$ cat config.mk
export PLATFORM = sky130hd
export DESIGN_NAME = multi_tap_detector_core_flat
export DESIGN_NICKNAME = d
export VERILOG_FILES = /design/src/mtd_pkg.sv /design/src/mtd_in_if.sv /design/src/mtd_out_if.sv /design/src/multi_tap_detector_core.sv /design/src/mtd_dist_chk.sv /design/src/flat_wrapper.sv
export SDC_FILE = /design/constraint.sdc
export NUM_CORES = 2
export LEC_CHECK = 0
export ABC_CLOCK_PERIOD_IN_PS = 36300
export BUFFER_PORTS_ARGS = -buffer_cell sky130_fd_sc_hd__clkbuf_2
export CELL_PAD_IN_SITES_DETAIL_PLACEMENT = 1
export CELL_PAD_IN_SITES_GLOBAL_PLACEMENT = 2
export CORE_MARGIN = 2
export CORE_UTILIZATION = 46
export CTS_BUF_LIST = sky130_fd_sc_hd__clkbuf_4
export CTS_CLUSTER_DIAMETER = 50
export DETAILED_ROUTE_END_ITERATION = 10
export GPL_TIMING_DRIVEN = 0
export PLACE_DENSITY_LB_ADDON = 0.1
export SYNTH_ARGS = -nofsm -noshare
export SYNTH_HDL_FRONTEND = slang
export SYNTH_SLANG_ARGS = --single-unit
export TNS_END_PERCENT = 100
$ cat constraint.sdc
create_clock -name clk -period 36.3 [get_ports clk]
set_clock_uncertainty 0.1 [all_clocks]
set_input_delay 0 -clock clk [delete_from_list [all_inputs] [get_ports clk]]
set_output_delay 0 -clock clk [all_outputs]
set_load 0.01 [all_outputs]
$ cat src/mtd_pkg.sv
`timescale 1ns / 1ps
// ============================================================================
// mtd_pkg
// Shared types and constants of the multi-tap detector: field widths,
// register indexes, register reset values and the beat layouts.
// ============================================================================
package mtd_pkg;

    // Field widths
    localparam int PosW   = 16;
    localparam int TimeW  = 32;
    localparam int CountW = 4;
    localparam int MsW    = 16;
    localparam int DistW  = 12;
    localparam int CfgIdxW  = 3;
    localparam int CfgDataW = 16;

    // Configuration register indexes
    typedef enum logic [CfgIdxW-1:0] {
        REG_REQUIRED_TAPS      = 3'd0,
        REG_MAX_PRESS_MS       = 3'd1,
        REG_MAX_PRESS_DIST     = 3'd2,
        REG_MAX_GAP_MS         = 3'd3,
        REG_MAX_GAP_DIST       = 3'd4,
        REG_CANCEL_PROPAGATION = 3'd5
    } cfg_reg_t;

    // Register reset values
    localparam logic [CountW-1:0] RST_REQUIRED_TAPS  = 4'd1;
    localparam logic [MsW-1:0]    RST_MAX_PRESS_MS   = 16'd150;
    localparam logic [DistW-1:0]  RST_MAX_PRESS_DIST = 12'd15;
    localparam logic [MsW-1:0]    RST_MAX_GAP_MS     = 16'd220;
    localparam logic [DistW-1:0]  RST_MAX_GAP_DIST   = 12'd15;

    // Event kinds
    localparam logic KIND_DOWN = 1'b0;
    localparam logic KIND_UP   = 1'b1;

    // One touch event
    typedef struct packed {
        logic                   kind;
        logic signed [PosW-1:0] pos_x;
        logic signed [PosW-1:0] pos_y;
        logic [TimeW-1:0]       time_ms;
        logic                   in_bounds;
    } event_t;

    // One detector result
    typedef struct packed {
        logic                   accepted;
        logic                   recognized;
        logic signed [PosW-1:0] tap_x;
        logic signed [PosW-1:0] tap_y;
        logic                   stop_propagation;
        logic [CountW-1:0]      tap_count;
    } result_t;

endpackage

$ cat src/mtd_in_if.sv
`timescale 1ns / 1ps
// ============================================================================
// mtd_in_if
// Valid/ready channel carrying one touch event per beat.
// ============================================================================
interface mtd_in_if
    import mtd_pkg::*;
();
    logic                   valid;
    logic                   ready;
    logic                   kind;
    logic signed [PosW-1:0] pos_x;
    logic signed [PosW-1:0] pos_y;
    logic [TimeW-1:0]       time_ms;
    logic                   in_bounds;

    modport source (output valid, kind, pos_x, pos_y, time_ms, in_bounds, input ready);
    modport sink   (input valid, kind, pos_x, pos_y, time_ms, in_bounds, output ready);
endinterface

$ cat src/mtd_out_if.sv
`timescale 1ns / 1ps
// ============================================================================
// mtd_out_if
// Valid/ready channel carrying one detector result per beat.
// ============================================================================
interface mtd_out_if
    import mtd_pkg::*;
();
    logic                   valid;
    logic                   ready;
    logic                   accepted;
    logic                   recognized;
    logic signed [PosW-1:0] tap_x;
    logic signed [PosW-1:0] tap_y;
    logic                   stop_propagation;
    logic [CountW-1:0]      tap_count;

    modport source (output valid, accepted, recognized, tap_x, tap_y, stop_propagation,
                    tap_count, input ready);
    modport sink   (input valid, accepted, recognized, tap_x, tap_y, stop_propagation,
                    tap_count, output ready);
endinterface

$ cat src/multi_tap_detector_core.sv
`timescale 1ns / 1ps
// ============================================================================
// multi_tap_detector_core
// Multi-tap gesture detector over touch-down and touch-up events.
//
// Usage: touch events arrive as beats on in_ch (valid/ready); every event
// yields exactly one result beat on out_ch, in order. The result carries
// whether a down was accepted, whether the gesture completed, the last down
// position on completion, the stop-propagation request and the tap count.
// Thresholds are written through cfg_we/cfg_index/cfg_data while idle.
// An accepted event is held in the input register and is evaluated into
// the result register once that register is free to take it.
// Throughput: one event per cycle while out_ch does not stall; the event is
// evaluated by one pass of logic (a single distance check) between the input and result registers.
// Reset clears the tap state and restores the threshold defaults (one tap,
// 150 ms press, 15 px travel, 220 ms gap, 15 px gap, no cancel).
// When out_ch stalls the result register holds and the input register
// still takes one more event; after that in_ch.ready drops until the
// result beat is taken.
// ============================================================================
module multi_tap_detector_core
    import mtd_pkg::*;
(
    input  logic                clk,
    input  logic                rst_n,
    mtd_in_if.sink              in_ch,
    mtd_out_if.source           out_ch,
    input  logic                cfg_we,
    input  logic [CfgIdxW-1:0]  cfg_index,
    input  logic [CfgDataW-1:0] cfg_data
);
    // Configuration
    logic [CountW-1:0] required_taps_reg;
    logic [MsW-1:0]    max_press_ms_reg;
    logic [DistW-1:0]  max_press_dist_reg;
    logic [MsW-1:0]    max_gap_ms_reg;
    logic [DistW-1:0]  max_gap_dist_reg;
    logic              cancel_prop_reg;

    // Detector state
    logic [CountW-1:0]      tap_counter_reg, tap_counter_next;
    logic                   recognizing_reg, recognizing_next;
    logic [TimeW-1:0]       down_time_reg, down_time_next;
    logic [TimeW-1:0]       up_time_reg, up_time_next;
    logic signed [PosW-1:0] down_x_reg, down_x_next;
    logic signed [PosW-1:0] down_y_reg, down_y_next;
    logic signed [PosW-1:0] up_x_reg, up_x_next;
    logic signed [PosW-1:0] up_y_reg, up_y_next;

    // Input and result registers
    logic    in_valid_reg;
    event_t  in_reg;
    logic    out_valid_reg;
    result_t out_reg, out_next;

    logic advance;
    logic in_take;

    // Shared distance unit
    logic signed [PosW-1:0] ref_x;
    logic signed [PosW-1:0] ref_y;
    logic [DistW-1:0]       dist_limit;
    logic                   dist_ok;

    logic [TimeW-1:0] gap_ms;
    logic [TimeW-1:0] press_ms;
    logic [CountW-1:0] count_inc;

    // Handshake
    assign advance     = in_valid_reg && (!out_valid_reg || out_ch.ready);
    assign in_ch.ready = !in_valid_reg || advance;
    assign in_take     = in_ch.valid && in_ch.ready;

    // Configuration writes
    always_ff @(posedge clk or negedge rst_n)
    begin
        if (!rst_n)
        begin
            required_taps_reg  <= RST_REQUIRED_TAPS;
            max_press_ms_reg   <= RST_MAX_PRESS_MS;
            max_press_dist_reg <= RST_MAX_PRESS_DIST;
            max_gap_ms_reg     <= RST_MAX_GAP_MS;
            max_gap_dist_reg   <= RST_MAX_GAP_DIST;
            cancel_prop_reg    <= 1'b0;
        end
        else if (cfg_we)
        begin
            case (cfg_index)
                REG_REQUIRED_TAPS:      required_taps_reg  <= cfg_data[CountW-1:0];
                REG_MAX_PRESS_MS:       max_press_ms_reg   <= cfg_data[MsW-1:0];
                REG_MAX_PRESS_DIST:     max_press_dist_reg <= cfg_data[DistW-1:0];
                REG_MAX_GAP_MS:         max_gap_ms_reg     <= cfg_data[MsW-1:0];
                REG_MAX_GAP_DIST:       max_gap_dist_reg   <= cfg_data[DistW-1:0];
                REG_CANCEL_PROPAGATION: cancel_prop_reg    <= cfg_data[0];
                default: ;
            endcase
        end
    end

    // Pick the stored point and limit: a down is checked against the last
    // up for the gap, an up against the last down for the press travel
    always_comb
    begin
        if (in_reg.kind == KIND_DOWN)
        begin
            ref_x      = up_x_reg;
            ref_y      = up_y_reg;
            dist_limit = max_gap_dist_reg;
        end
        else
        begin
            ref_x      = down_x_reg;
            ref_y      = down_y_reg;
            dist_limit = max_press_dist_reg;
        end
    end

    mtd_dist_chk u_dist_chk (
        .a_x      (ref_x),
        .a_y      (ref_y),
        .b_x      (in_reg.pos_x),
        .b_y      (in_reg.pos_y),
        .limit    (dist_limit),
        .in_range (dist_ok)
    );

    assign gap_ms    = in_reg.time_ms - up_time_reg;
    assign press_ms  = in_reg.time_ms - down_time_reg;
    assign count_inc = tap_counter_reg + CountW'(1);

    // Evaluate one event
    always_comb
    begin
        tap_counter_next = tap_counter_reg;
        recognizing_next = recognizing_reg;
        down_time_next   = down_time_reg;
        up_time_next     = up_time_reg;
        down_x_next      = down_x_reg;
        down_y_next      = down_y_reg;
        up_x_next        = up_x_reg;
        up_y_next        = up_y_reg;

        out_next.accepted         = 1'b1;
        out_next.recognized       = 1'b0;
        out_next.tap_x            = '0;
        out_next.tap_y            = '0;
        out_next.stop_propagation = 1'b0;

        if (in_reg.kind == KIND_DOWN)
        begin
            if (recognizing_reg && (tap_counter_reg == '0))
            begin
                // Stale recognition with no taps: drop to idle, refuse
                tap_counter_next  = '0;
                recognizing_next  = 1'b0;
                out_next.accepted = 1'b0;
            end
            else
            begin
                down_x_next = in_reg.pos_x;
                down_y_next = in_reg.pos_y;
                if (!in_reg.in_bounds)
                begin
                    out_next.accepted = 1'b0;
                end
                else
                begin
                    down_time_next = in_reg.time_ms;
                    // Restart the count on a gap too long or too far
                    if ((tap_counter_reg != '0) && (tap_counter_reg < required_taps_reg)
                        && ((gap_ms > {{(TimeW-MsW){1'b0}}, max_gap_ms_reg}) || !dist_ok))
                    begin
                        tap_counter_next = '0;
                    end
                    recognizing_next = 1'b1;
                end
            end
        end
        else
        begin
            up_time_next = in_reg.time_ms;
            up_x_next    = in_reg.pos_x;
            up_y_next    = in_reg.pos_y;
            if ((press_ms <= {{(TimeW-MsW){1'b0}}, max_press_ms_reg}) && dist_ok)
            begin
                tap_counter_next = count_inc;
                if (count_inc == required_taps_reg)
                begin
                    out_next.recognized       = 1'b1;
                    out_next.tap_x            = down_x_reg;
                    out_next.tap_y            = down_y_reg;
                    out_next.stop_propagation = cancel_prop_reg;
                    tap_counter_next          = '0;
                    recognizing_next          = 1'b0;
                end
            end
            else
            begin
                tap_counter_next = '0;
                recognizing_next = 1'b0;
            end
        end

        out_next.tap_count = tap_counter_next;
    end

    // Control registers and detector state
    always_ff @(posedge clk or negedge rst_n)
    begin
        if (!rst_n)
        begin
            in_valid_reg    <= 1'b0;
            out_valid_reg   <= 1'b0;
            tap_counter_reg <= '0;
            recognizing_reg <= 1'b0;
            down_time_reg   <= '0;
            up_time_reg     <= '0;
            down_x_reg      <= '0;
            down_y_reg      <= '0;
            up_x_reg        <= '0;
            up_y_reg        <= '0;
        end
        else
        begin
            if (in_take)
            begin
                in_valid_reg <= 1'b1;
            end
            else if (advance)
            begin
                in_valid_reg <= 1'b0;
            end

            if (advance)
            begin
                out_valid_reg <= 1'b1;
            end
            else if (out_ch.ready)
            begin
                out_valid_reg <= 1'b0;
            end

            if (advance)
            begin
                tap_counter_reg <= tap_counter_next;
                recognizing_reg <= recognizing_next;
                down_time_reg   <= down_time_next;
                up_time_reg     <= up_time_next;
                down_x_reg      <= down_x_next;
                down_y_reg      <= down_y_next;
                up_x_reg        <= up_x_next;
                up_y_reg        <= up_y_next;
            end
        end
    end

    // Payload registers
    always_ff @(posedge clk)
    begin
        if (in_take)
        begin
            in_reg.kind      <= in_ch.kind;
            in_reg.pos_x     <= in_ch.pos_x;
            in_reg.pos_y     <= in_ch.pos_y;
            in_reg.time_ms   <= in_ch.time_ms;
            in_reg.in_bounds <= in_ch.in_bounds;
        end
        if (advance)
        begin
            out_reg <= out_next;
        end
    end

    // Drive the result channel
    assign out_ch.valid            = out_valid_reg;
    assign out_ch.accepted         = out_reg.accepted;
    assign out_ch.recognized       = out_reg.recognized;
    assign out_ch.tap_x            = out_reg.tap_x;
    assign out_ch.tap_y            = out_reg.tap_y;
    assign out_ch.stop_propagation = out_reg.stop_propagation;
    assign out_ch.tap_count        = out_reg.tap_count;
endmodule

$ cat src/mtd_dist_chk.sv
`timescale 1ns / 1ps
// ============================================================================
// mtd_dist_chk
// Euclidean distance limit check: squared distance between two points
// against the squared limit, exact, in one pass of combinational logic.
// ============================================================================
module mtd_dist_chk
    import mtd_pkg::*;
(
    input  logic signed [PosW-1:0] a_x,
    input  logic signed [PosW-1:0] a_y,
    input  logic signed [PosW-1:0] b_x,
    input  logic signed [PosW-1:0] b_y,
    input  logic [DistW-1:0]       limit,
    output logic                   in_range
);
    logic signed [PosW:0]       dx;
    logic signed [PosW:0]       dy;
    logic signed [2*PosW+1:0]   sq_x_full;
    logic signed [2*PosW+1:0]   sq_y_full;
    logic [2*PosW-1:0]          sq_x;
    logic [2*PosW-1:0]          sq_y;
    logic [2*PosW:0]            d2;
    logic [2*DistW-1:0]         lim2;

    // Differences need one extra bit
    assign dx = PosW'(0) + ({a_x[PosW-1], a_x} - {b_x[PosW-1], b_x});
    assign dy = PosW'(0) + ({a_y[PosW-1], a_y} - {b_y[PosW-1], b_y});

    // Square each axis; a square of a 16-bit magnitude fits 32 bits
    assign sq_x_full = dx * dx;
    assign sq_y_full = dy * dy;
    assign sq_x = sq_x_full[2*PosW-1:0];
    assign sq_y = sq_y_full[2*PosW-1:0];

    // Sum and compare against the squared limit
    assign d2       = {1'b0, sq_x} + {1'b0, sq_y};
    assign lim2     = limit * limit;
    assign in_range = (d2 <= {{(2*PosW+1-2*DistW){1'b0}}, lim2});
endmodule
$ cat src/flat_wrapper.sv
// flat-port wrapper written by rule: the top's interface ports become plain ports
module multi_tap_detector_core_flat import mtd_pkg::*;
  (clk, rst_n, cfg_we, cfg_index, cfg_data, in_ch_valid, in_ch_kind, in_ch_pos_x, in_ch_pos_y, in_ch_time_ms, in_ch_in_bounds, in_ch_ready, out_ch_valid, out_ch_accepted, out_ch_recognized, out_ch_tap_x, out_ch_tap_y, out_ch_stop_propagation, out_ch_tap_count, out_ch_ready);
  mtd_in_if in_ch_i ();
  mtd_out_if out_ch_i ();
  input  logic clk;
  input  logic rst_n;
  input  logic cfg_we;
  input  logic [CfgIdxW-1:0] cfg_index;
  input  logic [CfgDataW-1:0] cfg_data;
  input wire logic [$bits(in_ch_i.valid)-1:0] in_ch_valid;
  input wire logic [$bits(in_ch_i.kind)-1:0] in_ch_kind;
  input wire logic [$bits(in_ch_i.pos_x)-1:0] in_ch_pos_x;
  input wire logic [$bits(in_ch_i.pos_y)-1:0] in_ch_pos_y;
  input wire logic [$bits(in_ch_i.time_ms)-1:0] in_ch_time_ms;
  input wire logic [$bits(in_ch_i.in_bounds)-1:0] in_ch_in_bounds;
  output wire logic [$bits(in_ch_i.ready)-1:0] in_ch_ready;
  output wire logic [$bits(out_ch_i.valid)-1:0] out_ch_valid;
  output wire logic [$bits(out_ch_i.accepted)-1:0] out_ch_accepted;
  output wire logic [$bits(out_ch_i.recognized)-1:0] out_ch_recognized;
  output wire logic [$bits(out_ch_i.tap_x)-1:0] out_ch_tap_x;
  output wire logic [$bits(out_ch_i.tap_y)-1:0] out_ch_tap_y;
  output wire logic [$bits(out_ch_i.stop_propagation)-1:0] out_ch_stop_propagation;
  output wire logic [$bits(out_ch_i.tap_count)-1:0] out_ch_tap_count;
  input wire logic [$bits(out_ch_i.ready)-1:0] out_ch_ready;
  assign in_ch_i.valid = in_ch_valid;
  assign in_ch_i.kind = in_ch_kind;
  assign in_ch_i.pos_x = in_ch_pos_x;
  assign in_ch_i.pos_y = in_ch_pos_y;
  assign in_ch_i.time_ms = in_ch_time_ms;
  assign in_ch_i.in_bounds = in_ch_in_bounds;
  assign in_ch_ready = in_ch_i.ready;
  assign out_ch_valid = out_ch_i.valid;
  assign out_ch_accepted = out_ch_i.accepted;
  assign out_ch_recognized = out_ch_i.recognized;
  assign out_ch_tap_x = out_ch_i.tap_x;
  assign out_ch_tap_y = out_ch_i.tap_y;
  assign out_ch_stop_propagation = out_ch_i.stop_propagation;
  assign out_ch_tap_count = out_ch_i.tap_count;
  assign out_ch_i.ready = out_ch_ready;
  multi_tap_detector_core u_core (.clk(clk), .rst_n(rst_n), .in_ch(in_ch_i), .out_ch(out_ch_i), .cfg_we(cfg_we), .cfg_index(cfg_index), .cfg_data(cfg_data));
endmodule
# After elaboration in Yosys (flattened, before gate mapping)
# Cells that the tools add are included.
# totals
in_bits	90
mem_bits_rw	0
out_inout_bits	41
register_bits	301
memories	0
elab_cells	100
latchBits	0
romBits	0
# op_classes
n_mul	3
muxes	21
div	0
order_cmp	4
shifts	0
n_eq_ne	7
addsub	6
bitwise	2
n_reduce_logical	30
# ops
operator	count
multiplier 17 x 17 -> 32 bit	2
subtractor 32 bit	2
2-to-1 mux 34 bit	1
subtractor 16 x 16 -> 17 bit	2
adder 32 x 32 -> 33 bit	1
<= comparator 33 x 24 -> 1 bit	1
greater-than comparator 32 x 16 -> 1 bit	1
<= comparator 32 x 16 -> 1 bit	1
2-to-1 mux 16 bit	2
multiplier 12 x 12 -> 24 bit	1
2-to-1 mux 4 bit	6
AND reduction 2 bit	8
2-to-1 mux 12 bit	1
2-to-1 mux 1 bit	11
AND reduction 3 bit	3
== test 3 x 2 -> 1 bit, second input constant	2
== test 3 bit, second input constant	2
logical AND 1 bit	6
adder 4 x 1 -> 4 bit, second input constant	1
== test 4 bit	1
zero test 4 bit	1
< comparator 4 bit	1
AND reduction 4 bit	1
nonzero test 2 bit	2
8 further kinds	13

# Logic depth before layout (Yosys ltp)
# depth
ltp_word	12
ltp_mapped	61
ltp_nobuf	55

# Cells and area by module
# Synthesis repeated with hierarchy kept, for this count alone.
# hier_totals
cells_unflattened	4335
area_unflattened_um2	41820.1
# modules_own_cells
module	instances	cells_per_inst	area_each_um2	seq_area_each_um2
mtd_dist_chk	1	2888	25388.1	0.0
multi_tap_detector_core	1	1447	16432.0	8080.2

# Worst setup path after synthesis
# OpenSTA, ideal clock, no wires.
# synth_timing
path_type	reg2reg
from	register u_core.in_reg[65] (netlist bit)
to	register u_core.out_reg, in the netlist u_core.out_ch.tap_y[10] (data pin)
setup_time_ns	0.131
path_buffers	5
arrival_time_ns	13.071
period_less_slack_ns	13.302
path_stages_with_launch	57
required_ns	36.069
path_slack_ns	22.998
cell_sequence	edfxtp_1 > clkbuf_1 > buf_1 > buf_1 > clkbuf_1 > mux2_2 > ha_1 > a21o_1 > a21o_1 > a21o_1 > a21o_1 > a21oi_1 > o2111ai_1 > xnor2_1 > clkinv_1 > nand2_1 > inv_1 > fa_1 > [... 21 more ...] > o21a_1 > o21ai_0 > nand2_1 > a21oi_1 > o21ba_2 > xnor2_1 > ha_1 > a2111oi_0 > o211ai_1 > a21oi_1 > a31oi_1 > a211o_1 > a211oi_2 > nand4_4 > nand4b_4 > nor4b_4 > buf_6 > and2_1
# synth_via
elab_chain_cells	7
elab_cells_between_ends	12
classes_between	add/sub (3); mul (3); order compare (1); mux (3); reduce/logical (2)
# synth_rtl
element	line	text
start, declared	multi_tap_detector_core.sv:52	event_t in_reg;
2-to-1 mux 16 bit	multi_tap_detector_core.sv:104	if (in_reg.kind == KIND_DOWN)
subtractor 16 x 16 -> 17 bit, on equally long branches	mtd_dist_chk.sv:27, mtd_dist_chk.sv:28	
multiplier 17 x 17 -> 32 bit, on equally long branches	mtd_dist_chk.sv:31, mtd_dist_chk.sv:32	
adder 32 x 32 -> 33 bit	mtd_dist_chk.sv:37	assign d2 = {1'b0, sq_x} + {1'b0, sq_y};
<= comparator 33 x 24 -> 1 bit	mtd_dist_chk.sv:39	assign in_range = (d2 <= {{(2*PosW+1-2*DistW){1'b0}}, lim2});
logical AND 1 bit	multi_tap_detector_core.sv:184	if ((press_ms <= {{(TimeW-MsW){1'b0}}, max_press_ms_reg}) && dist_ok)
AND reduction 3 bit (no source line) *	n/a	
end signal, assigned	multi_tap_detector_core.sv:270	out_reg <= out_next;
end, declared	multi_tap_detector_core.sv:54	result_t out_reg, out_next;
# Mark *: on every way between the ends. The rest lies on a longest branch, timed or not.
# A chain may end at the register's enable or synchronous reset.

# Worst setup path after layout
# layout_timing
from	register u_core.in_reg[65] (netlist bit)
to	register u_core.out_reg, in the netlist u_core.out_ch.tap_x[10] (data pin)
# The elaborated chain is that of the path after synthesis.

==> flow_summary_export.csv <==
group,metric,value,unit
cells_and_area,fin_nets,5820,
synth,ys_warn_count,0,
synth,synth_area_per_cell,9.61,sq um
sta,fin_crit_sh,0.528,
synth,synthArstFlopShare,0.651,
drt,routedWlPerCell,20.7,um
sta,setup-violations-final,0,
global_routing,grt_max_degree,101,
cts,clk_latency,0.97,ns
global_routing,grt_overflow_total,0,
cells_and_area,largest_reg_flops,66,
place,gp_congestion,0.883,
synth,synth.distinct_cells,103,
setup_path,crit_top_cell,"fa_1",
cts,cts_tree,"done",
cts,cts_resized,0,
min_path,min_path_type,"in -> reg",
cts,clockBufferDepth,3,
cts,cts.htree.levels,3,
die,core_area,88600,sq um
sta,fmax,0.0521,GHz
synth,yosys.area_share.adder,0.410,
drt,antenna_left,0,
place,port_buffers,130,
setup_path,start_kind,"flop",
synth,ys_ff_latch,301,
global_routing,antenna_found_initial,7,
setup_path,end_kind,"flop",
synth,netlist_instances,4300,
synth,synth-edff-count,105,
setup_path,crit_start,"u_core.in_reg[65]$_DFFE_PP_",
cts,cts_root_buf,"clkbuf_4",
die,ioPinCount,131,
sta,rsz0062_at_grt,"no",
sta,worstMarginPinSlew,1.36,ns
setup_path,worst-endpoint-required,36.95,ns
synth,syn_nets,5384,
setup_path,critical_path_class,"reg -> reg",
synth,synth_xor_area_frac,0.0411,
die,die-area,92300,sq um
cells_and_area,area_growth,13.4,%
setup_path,endpoint,"u_core.out_ch.tap_x[10]$_SDFFCE_PN0P_",
die,die_h,304,um
synth,netlist_area,41300,sq um
drt,drt-initial-drc-count,1575,
setup_path,reg2reg_depth,55,
cts,clk_pin_slew_worst_paths,0.07,ns
sta,maxSlewViolCount,0,
synth,synth_ff_type,"dfrtp_1",
synth,synthMuxAreaShare,0.0519,
drt,drc_errors,0,
setup_path,rr_startpoint,"u_core.in_reg[65]$_DFFE_PP_",
outcome,status,"finished, final reports clean",
setup_path,cp_slowest_stage_delay,1.04,ns
die,rows,109,
cells_and_area,layout-drive-gt1-share,0.111,
sta,relSlewSlack,0.0881,
setup_path,arrival,19.83,ns
global_routing,grt_pass1_wl,202,mm
cts,cts_buffers,94,
setup_path,reg2reg_to,"u_core.out_ch.tap_x[10]$_SDFFCE_PN0P_",
sta,totalNegativeSetupSlack,0,ns
sta,fin_crit,19.18,ns
drt,firstDrtPassIters,5,
synth,yosysSeqAreaShare,0.196,
cells_and_area,multi_input_area,29400,sq um
die,fp.dieW,304,um
die,start_util,0.466,
drt,vias_per_cell,5.33,
place,dp_hpwl,98.8,mm
drt,totalWireLength,124,mm
synth,synth_top_family_by_area,"adder cells",
synth,synth_compound_area_frac,0.0939,
setup_path,rrSetupSlack,17.12,ns
run,maxCapViolCount,0,
cells_and_area,fill_cells,10200,
sta,hold_viol_final,0,
cells_and_area,regArea,8080,sq um
drt,routed-via-count,31900,
setup_path,critPathMaxFanout,10,
setup_path,critPathSlowestCell,"clkbuf_1",
cts,clkSinkCount,301,
global_routing,grt_pass1_vias,36000,
global_routing,grt.total_usage,0.280,
synth,synth-simple-area-share,0.114,
==> worst max-delay path, delay by kind of cell (launching register included) <==
kind | cells | cell delay, ns
adders and majority gates | 10 | 4.52
buffers and inverters | 11 | 4.42
AOI/OAI and AO/OA | 18 | 4.26
and+or+nand+nor | 12 | 3.30
xor gates and xnor gates | 3 | 1.48
muxes | 1 | 0.45
DFF | 1 | 0.32
==> layout by cell type, fill, tap and decap left out, types with 26 or more instances in the layout <==
cell	n
edfxtp_1	105
o21ai_0	128
fa_1	600
nand3_1	56
ha_1	394
dlygate4sd3_1	205
nor2_1	334
nor3_1	61
a21o_1	65
dfrtp_1	178
a211oi_1	26
o21a_1	27
clkbuf_4	136
xor2_1	57
mux2_2	171
xnor2_1	133
clkbuf_1	81
clkinv_1	33
inv_1	918
nand2_1	318
clkbuf_2	129
a21oi_1	148
nand2b_1	37
nand4_1	31
and2_1	57
==> stage by stage <==
| step | setup slack, ns | util | cells | area (sq um) | hold slack, ns |
|---|---|---|---|---|---|
| after floorplan | 23.00 | - | 4300 | 41300 | -0.396 |
| after global placement | 16.74 | 0.490 | 5595 | 43400 | 0.0763 |
| after detailed placement | 17.24 | 0.491 | 5599 | 43600 | -0.266 |
| after CTS | 17.18 | 0.528 | 5976 | 46800 | 0.00102 |
| after global routing | 16.42 | 0.529 | 5981 | 46900 | 0.0678 |
| final | 17.12 | 0.529 | 5984 | 46900 | 0.126 |
==> layer usage <==
layer | GRT usage | wire (um) | vias up
li1 | - | - | 14700
met1 | 0.366 | 54600 | 16500
met2 | 0.495 | 62500 | 489
met3 | 0.0297 | 3690 | 170
met4 | 0.0727 | 3330 | 0
met5 | 0 | 0 | -
==> cell usage after synthesis, types with 7 or more instances <==
cell type / count / area [sq um]
nand4_1: 31 / 194
edfxtp_1: 105 / 3150
a211o_1: 11 / 96.3
a21oi_1: 148 / 741
ha_1: 394 / 4930
o31ai_1: 13 / 97.6
and2_1: 58 / 363
a21o_1: 65 / 488
a31oi_1: 14 / 87.6
clkinv_1: 11 / 41.3
nand2_1: 318 / 1190
o21ai_0: 128 / 641
inv_1: 919 / 3450
o2111ai_1: 10 / 87.6
xnor2_1: 135 / 1180
a211oi_1: 26 / 195
xor2_1: 57 / 499
o211ai_1: 15 / 113
o21bai_1: 25 / 188
fa_1: 600 / 12000
dfstp_2: 18 / 473
o21ai_1: 8 / 40.0
nor2_1: 334 / 1250
clkbuf_1: 81 / 304
mux2_2: 171 / 1930
mux2i_1: 22 / 220
nor3_1: 61 / 305
or2_2: 15 / 93.8
a2111oi_0: 7 / 61.3
nand3_1: 56 / 280
dfrtp_1: 178 / 4450
nor4_1: 11 / 68.8
nand2b_1: 37 / 231
nor2b_1: 25 / 156
o21a_1: 27 / 203
and3_1: 17 / 106
buf_1: 9 / 33.8
==> what timing repair did <==
action                                 CTS  global route
endpoints found under the hold margin  409             0
buffers inserted                         0             0
hold buffers                           205             0
==> cell type report <==
type,count,share of cell area
Multi-Input combinational cell,2971,0.627
Buffer,96,0.00825
Inverter,932,0.0746
Clock buffer,136,0.0218
Tap cell,1165,0.0311
Sequential cell,301,0.172
Timing Repair Buffer,340,0.0603
Clock inverter,36,0.00446
Antenna cell,7,0.000374
==> how the worst min path moves through the flow <==
stage / start / to / slack [ns] / cells after the start
after floorplan: rst_n / u_core.cancel_prop_reg$_DFFE_PN0P_ / -0.40 / 0
after global placement: in_ch_time_ms[11] / u_core.in_reg[12]$_DFFE_PP_ / 0.08 / 1
after CTS: cfg_index[0] / u_core.max_press_ms_reg[0]$_DFFE_PN0P_ / 0.001 / 5
after global routing: cfg_we / u_core.max_press_ms_reg[0]$_DFFE_PN0P_ / 0.07 / 5
final: cfg_we / u_core.max_press_ms_reg[0]$_DFFE_PN0P_ / 0.13 / 5
after detailed placement: rst_n / u_core.down_y_reg[12]$_DFFE_PN0P_ / -0.27 / 1
==> kinds of logic after synthesis <==
family          count (synthesis)
simple gates                 1010
mux                           193
flops                         301
fa+ha+maj                     994
compound gates                581
buf+inv                      1028
xor+xnor                      193
Power is left out: the tool's default activity adds up to more than one toggle a clock period on the data nets, which glitch-free logic cannot reach.
